### src/sv/bfoc_pkg.sv
// Shared types and constants of the bit-field overlap checker.
// No dependencies; imported by every module of the block but bfoc_ram.
package bfoc_pkg;

	localparam int WORD_W  = 16;
	localparam int MASK_W  = 32;
	localparam int NUM_TYPES = 4;
	localparam int CFG_IDX_W = 8;

	typedef logic [WORD_W-1:0]     word_t;
	typedef logic [MASK_W-1:0]     mask_t;
	typedef mask_t [NUM_TYPES-1:0] mask_set_t;
	typedef logic [CFG_IDX_W-1:0]  cfg_idx_t;

	localparam mask_t FULL_MASK = '1;

	// Configuration register indexes
	localparam cfg_idx_t REG_TYPE_MASK_ZERO  = 8'd0;
	localparam cfg_idx_t REG_TYPE_MASK_ONE   = 8'd1;
	localparam cfg_idx_t REG_TYPE_MASK_TWO   = 8'd2;
	localparam cfg_idx_t REG_TYPE_MASK_THREE = 8'd3;

	// Reset values of the type masks
	localparam mask_t RST_MASK_ZERO  = 32'h0000_0001;
	localparam mask_t RST_MASK_ONE   = 32'h0000_00FF;
	localparam mask_t RST_MASK_TWO   = 32'h0000_FFFF;
	localparam mask_t RST_MASK_THREE = 32'hFFFF_FFFF;

	typedef struct packed {
		logic       set_start;
		logic [7:0] word_offset;
		logic [3:0] bit_offset;
		logic [1:0] field_type;
	} item_t;

	typedef struct packed {
		logic item_checked;
		logic item_free;
		logic set_clean;
	} result_t;

	// Write request from the check stage to one map bank
	typedef struct packed {
		logic  clr;
		logic  en;
		word_t data;
	} bank_wr_t;

endpackage

### src/sv/bfoc_ram.sv
// Generic single-write, single-read RAM with registered read data.
// No dependencies.
module bfoc_ram #(
	parameter int WIDTH = 16,
	parameter int DEPTH = 128,
	parameter int AW    = 7
) (
	input  logic             clk,
	input  logic             we,
	input  logic [AW-1:0]    waddr,
	input  logic [WIDTH-1:0] wdata,
	input  logic             re,
	input  logic [AW-1:0]    raddr,
	output logic [WIDTH-1:0] rdata
);

	logic [WIDTH-1:0] mem_q [DEPTH];

	always_ff @(posedge clk) begin
		if (we) begin
			mem_q[waddr] <= wdata;
		end
		if (re) begin
			rdata <= mem_q[raddr];
		end
	end

endmodule

### src/sv/bfoc_cfg.sv
// Type mask register file of the overlap checker.
// Depends on bfoc_pkg.
module bfoc_cfg
	import bfoc_pkg::*;
(
	input  logic      clk,
	input  logic      arst_n,
	input  logic      cfg_valid,
	output logic      cfg_ready,
	input  cfg_idx_t  cfg_index,
	input  mask_t     cfg_data,
	output mask_set_t masks
);

	mask_set_t masks_q;

	assign cfg_ready = 1'b1;
	assign masks     = masks_q;

	always_ff @(posedge clk or negedge arst_n) begin
		if (!arst_n) begin
			masks_q[0] <= RST_MASK_ZERO;
			masks_q[1] <= RST_MASK_ONE;
			masks_q[2] <= RST_MASK_TWO;
			masks_q[3] <= RST_MASK_THREE;
		end else if (cfg_valid) begin
			unique case (cfg_index)
				REG_TYPE_MASK_ZERO:  masks_q[0] <= cfg_data;
				REG_TYPE_MASK_ONE:   masks_q[1] <= cfg_data;
				REG_TYPE_MASK_TWO:   masks_q[2] <= cfg_data;
				REG_TYPE_MASK_THREE: masks_q[3] <= cfg_data;
				// drop writes past the register list
				default: ;
			endcase
		end
	end

endmodule

### src/sv/bfoc_bank.sv
// One bank of the occupancy map: RAM, per-word valid bits and a write forward.
// Depends on bfoc_pkg and bfoc_ram.
module bfoc_bank
	import bfoc_pkg::*;
#(
	parameter int DEPTH = 128,
	parameter int AW    = 7
) (
	input  logic          clk,
	input  logic          arst_n,
	input  logic          rd_en,
	input  logic [AW-1:0] rd_addr,
	input  bank_wr_t      wr,
	output word_t         word
);

	logic [AW-1:0]    addr_s1;
	logic [DEPTH-1:0] valid_q;
	logic             fwd_en_q;
	logic [AW-1:0]    fwd_addr_q;
	word_t            fwd_data_q;
	word_t            rdata;
	logic             fwd_hit;

	bfoc_ram #(
		.WIDTH (WORD_W),
		.DEPTH (DEPTH),
		.AW    (AW)
	) u_ram (
		.clk   (clk),
		.we    (wr.en),
		.waddr (addr_s1),
		.wdata (wr.data),
		.re    (rd_en),
		.raddr (rd_addr),
		.rdata (rdata)
	);

	always_ff @(posedge clk) begin
		if (rd_en) begin
			addr_s1 <= rd_addr;
		end
		fwd_addr_q <= addr_s1;
		fwd_data_q <= wr.data;
	end

	always_ff @(posedge clk or negedge arst_n) begin
		if (!arst_n) begin
			valid_q  <= '0;
			fwd_en_q <= 1'b0;
		end else begin
			fwd_en_q <= wr.en;
			if (wr.clr) begin
				valid_q <= '0;
			end
			if (wr.en) begin
				valid_q[addr_s1] <= 1'b1;
			end
		end
	end

	// The RAM returns stale data when the previous beat wrote the same word
	assign fwd_hit = fwd_en_q && (fwd_addr_q == addr_s1);

	always_comb begin
		if (!valid_q[addr_s1]) begin
			word = '0;
		end else if (fwd_hit) begin
			word = fwd_data_q;
		end else begin
			word = rdata;
		end
	end

endmodule

### src/sv/bit_field_overlap_checker_core.sv
// Bit-field overlap checker: keeps an occupancy bitmap of 16-bit words and
// reports whether each field of a clean set lands on free bits, then marks those bits.
//
// Item channel: an item beat is taken at a rising edge with start high and
// busy low. busy stays low: one item is taken every cycle.
// Result channel: done is high for one cycle with result; an accepted item
// is registered into the check stage (item_s1, act_s1 and the map RAM read),
// then into done_q and result_q. The receiver cannot stall.
// Config channel: cfg_valid/cfg_ready with cfg_index and cfg_data; cfg_ready
// is always high. Write only while no item is in flight.
// The map is split into even and odd word banks so that a 32-bit field
// reads and writes both of its words in one pass; a write forward covers
// back-to-back items on the same word.
// Reset: type masks take their defaults, all map words read as zero and the
// set is clean. An item with set_start clears the map before it is checked.
// Depends on bfoc_pkg, bfoc_cfg and bfoc_bank.
module bit_field_overlap_checker_core
	import bfoc_pkg::*;
#(
	parameter int MAP_WORDS = 256
) (
	input  logic     clk,
	input  logic     arst_n,
	input  logic     start,
	output logic     busy,
	input  item_t    item,
	output logic     done,
	output result_t  result,
	input  logic     cfg_valid,
	output logic     cfg_ready,
	input  cfg_idx_t cfg_index,
	input  mask_t    cfg_data
);

	// Only words 0 to 256 can ever be addressed
	localparam int SPAN     = (MAP_WORDS < 257) ? MAP_WORDS : 257;
	localparam int EV_DEPTH = (SPAN + 1) / 2;
	localparam int OD_DEPTH = SPAN / 2;
	localparam int EV_AW    = (EV_DEPTH > 1) ? $clog2(EV_DEPTH) : 1;
	localparam int OD_AW    = (OD_DEPTH > 1) ? $clog2(OD_DEPTH) : 1;
	localparam logic [16:0] MAP_LIM = 17'(MAP_WORDS);

	mask_set_t        masks;
	logic             accept;
	logic [8:0]       ev_sum;
	logic [7:0]       ev_half;
	logic [7:0]       od_half;
	logic             act_s1;
	item_t            item_s1;
	word_t            ev_word;
	word_t            od_word;
	bank_wr_t         ev_wr;
	bank_wr_t         od_wr;
	logic             clean_q;
	logic             done_q;
	result_t          result_q;

	mask_t            mask;
	logic             full;
	mask_t            bits32;
	word_t            lo_bits;
	word_t            hi_bits;
	logic [8:0]       lo_idx;
	logic [8:0]       hi_idx;
	logic             lo_in;
	logic             hi_in;
	word_t            cur_lo;
	word_t            cur_hi;
	logic             checked;
	logic             free_ok;
	logic             lo_en;
	logic             hi_en;
	word_t            lo_data;
	word_t            hi_data;

	assign busy   = 1'b0;
	assign accept = start && !busy;

	bfoc_cfg u_cfg (
		.clk       (clk),
		.arst_n    (arst_n),
		.cfg_valid (cfg_valid),
		.cfg_ready (cfg_ready),
		.cfg_index (cfg_index),
		.cfg_data  (cfg_data),
		.masks     (masks)
	);

	// Word w and w+1 always fall in different banks
	assign ev_sum  = {1'b0, item.word_offset} + 9'd1;
	assign ev_half = ev_sum[8:1];
	assign od_half = {1'b0, item.word_offset[7:1]};

	bfoc_bank #(
		.DEPTH (EV_DEPTH),
		.AW    (EV_AW)
	) u_bank_ev (
		.clk     (clk),
		.arst_n  (arst_n),
		.rd_en   (accept),
		.rd_addr (ev_half[EV_AW-1:0]),
		.wr      (ev_wr),
		.word    (ev_word)
	);

	bfoc_bank #(
		.DEPTH (OD_DEPTH),
		.AW    (OD_AW)
	) u_bank_od (
		.clk     (clk),
		.arst_n  (arst_n),
		.rd_en   (accept),
		.rd_addr (od_half[OD_AW-1:0]),
		.wr      (od_wr),
		.word    (od_word)
	);

	always_ff @(posedge clk) begin
		if (accept) begin
			item_s1 <= item;
		end
		result_q.item_checked <= checked;
		result_q.item_free    <= checked && free_ok;
		result_q.set_clean    <= checked && free_ok;
	end

	always_ff @(posedge clk or negedge arst_n) begin
		if (!arst_n) begin
			act_s1  <= 1'b0;
			done_q  <= 1'b0;
			clean_q <= 1'b1;
		end else begin
			act_s1 <= accept;
			done_q <= act_s1;
			if (act_s1) begin
				clean_q <= checked && free_ok;
			end
		end
	end

	// Check stage: shape the field and test it against both words
	always_comb begin
		mask   = masks[item_s1.field_type];
		full   = (mask == FULL_MASK);
		bits32 = mask << item_s1.bit_offset;
		if (full) begin
			lo_bits = bits32[15:0];
			hi_bits = bits32[31:16];
		end else begin
			lo_bits = mask[15:0] << item_s1.bit_offset;
			hi_bits = '0;
		end

		lo_idx = {1'b0, item_s1.word_offset};
		hi_idx = lo_idx + 9'd1;
		lo_in  = {8'd0, lo_idx} < MAP_LIM;
		hi_in  = {8'd0, hi_idx} < MAP_LIM;

		if (item_s1.set_start || !lo_in) begin
			cur_lo = '0;
		end else begin
			cur_lo = item_s1.word_offset[0] ? od_word : ev_word;
		end
		if (item_s1.set_start || !hi_in) begin
			cur_hi = '0;
		end else begin
			cur_hi = item_s1.word_offset[0] ? ev_word : od_word;
		end

		checked = item_s1.set_start || clean_q;
		free_ok = ((cur_lo & lo_bits) == '0) && ((cur_hi & hi_bits) == '0);

		lo_en   = act_s1 && checked && lo_in;
		hi_en   = act_s1 && checked && full && hi_in;
		lo_data = cur_lo | lo_bits;
		hi_data = cur_hi | hi_bits;
	end

	always_comb begin
		ev_wr.clr = act_s1 && item_s1.set_start;
		od_wr.clr = act_s1 && item_s1.set_start;
		if (item_s1.word_offset[0]) begin
			od_wr.en   = lo_en;
			od_wr.data = lo_data;
			ev_wr.en   = hi_en;
			ev_wr.data = hi_data;
		end else begin
			ev_wr.en   = lo_en;
			ev_wr.data = lo_data;
			od_wr.en   = hi_en;
			od_wr.data = hi_data;
		end
	end

	assign done   = done_q;
	assign result = result_q;

endmodule

### config.mk
export PLATFORM = sky130hd
export DESIGN_NAME = bit_field_overlap_checker_core
export DESIGN_NICKNAME = d
export VERILOG_FILES = /design/src/sv/bfoc_pkg.sv /design/src/sv/bfoc_ram.sv /design/src/sv/bfoc_cfg.sv /design/src/sv/bfoc_bank.sv /design/src/sv/bit_field_overlap_checker_core.sv
export SDC_FILE = /design/constraint.sdc
export NUM_CORES = 2
export LEC_CHECK = 0
export BUFFER_PORTS_ARGS = -buffer_cell sky130_fd_sc_hd__buf_4
export CORE_ASPECT_RATIO = 1.4
export CORE_MARGIN = 2
export CORE_UTILIZATION = 50
export DETAILED_ROUTE_END_ITERATION = 8
export PLACE_DENSITY = 0.74
export SETUP_SLACK_MARGIN = 0.05
export SYNTH_ARGS = -nofsm -noshare
export SYNTH_HDL_FRONTEND = slang
export SYNTH_SLANG_ARGS = --single-unit
### constraint.sdc
create_clock -name clk -period 8 [get_ports clk]
set_input_delay 0.4 -clock clk [delete_from_list [all_inputs] [get_ports clk]]
set_output_delay 0.4 -clock clk [all_outputs]
set_load 0.03 [all_outputs]
==> impl_results.md <==
* Pint at 39.2 mW
* Synthesized flop and latch total at 4587
* Crit Path Class: reg -> reg
* Crit-path max FO at 112
* CTS buffer count at 427
* P&R area growth vs syn at 12.4%
* Slew @ Worst Pin at 1400 ps
* Initial Util at 50.1%
* Die width at 508 um
* Synth top area cells: edfxtp_1 (70%), mux4_2 (17%), dfrtp_1 (4.7%), a21o_1 (1.1%), mux2_2 (1.0%)
* Synth cell types at 73
* Multi-input logic area at 0.0410 sq mm
* Endpoint, Worst Hold: item_s1[13]
* RSZ-0062 raised after global routing: false
* PwrDens at 250 mW/mm^2
* Fillers at 24.9k
* Switch share at 21.6%
* Fmax at 184 MHz
* Clock Tree Buf Depth at 4
* Hpwl dp at 258000 um
* Reg2Reg Setup Slack at 2570 ps
* CP Launch Type: flop
* Post-Place Cell Area at 0.186 sq mm
* Status: finished, final reports clean
* Total of max-cap violations at 0
* Die ar. at 0.361 sq mm
* DR WL/cell at 33.8 um
* Clk network pwr share at 40.4%
* H-Tree Depth at 5
* Critical Path RT at 8450 ps
* Layout net count at 8476
* Routability congestion estimate from global placement at 0.914
* Share of cells above drive strength 1 at 30.7%
* GRT Util Overall at 25.2%
* Headroom to the max-slew limit at 6.53%
* Core ar. at 0.355 sq mm
* FF/Latch Area at 0.135 sq mm
* Main synth FF type: edfxtp_1
* Initial antenna violation count at 22
* DR DRC count at 0
* Most common cell in the netlist: edfxtp_1
* Root buf cell: clkbuf_16
* Hold path cells at 1
* Largest net degree at the start of global routing at 146
* Global-route wire length before repair at 651000 um
* CTS tree: done
* Hold Startpoint: item[13]
* Net Count, Synth at 8045
* Vias/cell at 6.50
* Number of flops mapped to enable cells by yosys at 4150
* CTS sink count at 4587
* Setup Viol. Count Final at 0
* Worst Reg2Reg Path Length in Cells at 11
* Clock latency on the worst-skew pair at 940 ps
* Leakage power at 66.1 nW
* Area leader, netlist: edfxtp_1
* WP data arrival at 5880 ps
* Cell Rows at 259
* Setup_tns at 0 ps
* Synthesized area per cell at 22.3 sq um
* Post_cts resized at 0
* Fin area at 0.200 sq mm
* RR Startpoint: u_bank_ev.addr_s1[0]
* Tmin final at 5430 ps
* Mapped cell area at 0.178 sq mm
* Fin. max-slew vios at 0
* Top cell type's share of synthesized area at 70.1%
* # IOs at 65
* ANT nets after route at 0
* Crit path capture type: flop
* Max VDD drop at 0.211 mV
* Synth cell count leaders: edfxtp_1 (4150), mux4_2 (1330), dfrtp_1 (331)
* Vias in the first global route at 89.7k
* Syn Inst Count at 7985
* RR Endpoint: u_bank_ev.u_ram.mem_q[49][12]
* Routed WL at 456000 um
* Gr ovfl total at 0
* Clock-pin transition on the worst setup and hold timing paths at 60 ps
* 1st-iter DRT viols at 11.3k
* Final Hold Viols at 0
* Fin crit share at 67.9%
* Via Count at 87.6k
* Die Y at 710 um
* Hold-fix buffers at CTS at 42
* Comb power frac at 6.5%
* Buffers on Ports at 62
* Sequential-to-total area share from yosys stat at 76.1%
* Sequential share of power at 53.1%
* Clock skew at 55.1 ps
* Yosys warns at 0
* Synth async-reset ratio at 8.48%
* # Post-CTS Setup Buffers at 0
* Hold crit path type: in -> reg
* Pre-antenna DRT Iters at 6
* Sw power at 10.8 mW
worst max-delay path by stage:
| stage | from | to | slack [ps] |
|---|---|---|---|
| 2_1_floorplan | item_s1[9] | u_bank_od.u_ram.mem_q[0][4] | -300 |
| 3_3_place_gp | u_bank_ev.addr_s1[1] | u_bank_ev.u_ram.mem_q[72][5] | 2870 |
| 3_5_place_dp | u_bank_ev.addr_s1[2] | u_bank_ev.u_ram.mem_q[75][7] | 2730 |
| 4_1_cts | u_bank_ev.addr_s1[2] | u_bank_ev.u_ram.mem_q[70][5] | 2650 |
| 5_1_grt | u_bank_ev.addr_s1[2] | u_bank_ev.u_ram.mem_q[70][5] | 2360 |
| 6_report | u_bank_ev.addr_s1[0] | u_bank_ev.u_ram.mem_q[49][12] | 2570 |
logic make-up (layout without fill, tap and decap cells):
family | count (synthesis) | after routing | share of synthesized area, %
muxes | 1659 | 1659 | 18.8
buffers and inverters | 483 | 1258 | 1.10
adders and majority gates | 1 | 1 | 0.00703
xor gates and xnor gates | 20 | 20 | 0.0985
and+or+nand+nor | 731 | 731 | 1.89
other | 2 | 18 | 0.00422
DFF | 4587 | 4587 | 76.1
AOI/OAI and AO/OA | 502 | 502 | 1.96
registers in the layout, summed over array words and instances (netlist names), 7 cells and up:
| name | cells |
|---|---|
| u_cfg.masks | 128 |
| u_bank_ev.addr_s1 | 7 |
| u_bank_ev.fwd_data_q | 16 |
| u_bank_ev.u_ram.mem_q | 2048 |
| item_s1 | 15 |
| u_bank_od.u_ram.rdata | 16 |
| u_bank_od.valid_q | 128 |
| u_bank_ev.valid_q | 128 |
| u_bank_ev.fwd_addr_q | 7 |
| u_bank_ev.u_ram.rdata | 16 |
| u_bank_od.fwd_addr_q | 7 |
| u_bank_od.fwd_data_q | 16 |
| u_bank_od.u_ram.mem_q | 2048 |
power groups by stage:
| stage | Sequential [mW] | Clock [mW] | Combinational [mW] |
|---|---|---|---|
| final | 26.5 | 20.2 | 3.26 |
| after global routing | 26.5 | 21.2 | 3.40 |
| after CTS | 26.5 | 20.4 | 3.26 |
| after detailed placement | 27.0 | 0 | 3.22 |
| after global placement | 27.0 | 0 | 3.15 |
| after floorplan | 27.0 | 0 | 2.05 |
layout make-up:
class	count	area share, %
clock buffers	529	5.67
flip-flops and latches	4587	67.7
clock inverters	244	1.20
well taps	4698	2.94
multi-input cells	2915	20.5
diodes	16	0.0200
inverters	23	0.0469
repair buffers	462	1.92
placed cells by master, fill, tap and decap left out, types with 10 or more instances in the layout:
cell	instances
dfrtp_1	331
nand4_1	24
clkbuf_16	434
o211ai_1	14
clkinvlp_4	14
clkinv_1	88
dfstp_2	58
nand2_1	201
dfxtp_1	48
a21o_1	259
nor3_2	16
mux4_2	1330
or2_2	16
buf_4	397
dlygate4sd3_1	42
clkbuf_8	12
edfxtp_1	4150
clkinv_2	75
nor2b_1	12
mux2_2	161
or3_1	11
nand2b_1	10
nor2_1	260
bufinv_16	46
buf_12	18
o21ai_0	63
clkbuf_1	83
nor2_2	19
inv_1	18
o22ai_1	77
nor4_1	14
a21oi_1	18
mux2i_1	166
nor2_4	10
diode_2	16
nand3_1	91
xnor2_1	14
critical path: stages, from the launching register on:
cell and delay (ps):
edfxtp_1 350, buf_4 600, mux2i_1 280, o22ai_1 110
o21ai_0 290, a41oi_1 250, nor4_1 850, buf_4 280
nor2_1 90, a221oi_1 720, mux2i_4 370, buf_4 560
metrics by stage:
| stage | total power, mW | hold slack [ps] | setup WS (ps) | util (%) | std cells |
|---|---|---|---|---|---|
| 6_report | 50.0 | 73.5 | 2570 | 56.4 | 13500 |
| 5_1_grt | 51.2 | 37.6 | 2360 | 56.3 | 13500 |
| 4_1_cts | 50.2 | 6.72 | 2650 | 56.3 | 13500 |
| 2_1_floorplan | 29.1 | 104 | -301 | - | 7985 |
| 3_3_place_gp | 30.2 | 446 | 2870 | 52.4 | 12600 |
| 3_5_place_dp | 30.2 | 463 | 2730 | 52.4 | 12600 |
routing by layer:
layer / up-vias / part of all wire (%) / track usage, %
met4: 10 / 6.3 / 13.6
met1: 46700 / 33 / 30.3
met2: 5341 / 52 / 43.6
met3: 1191 / 8.4 / 4.11
met5: - / 0.015 / 0
li1: 34300 / - / -
(Power assumes the default switching activity.)
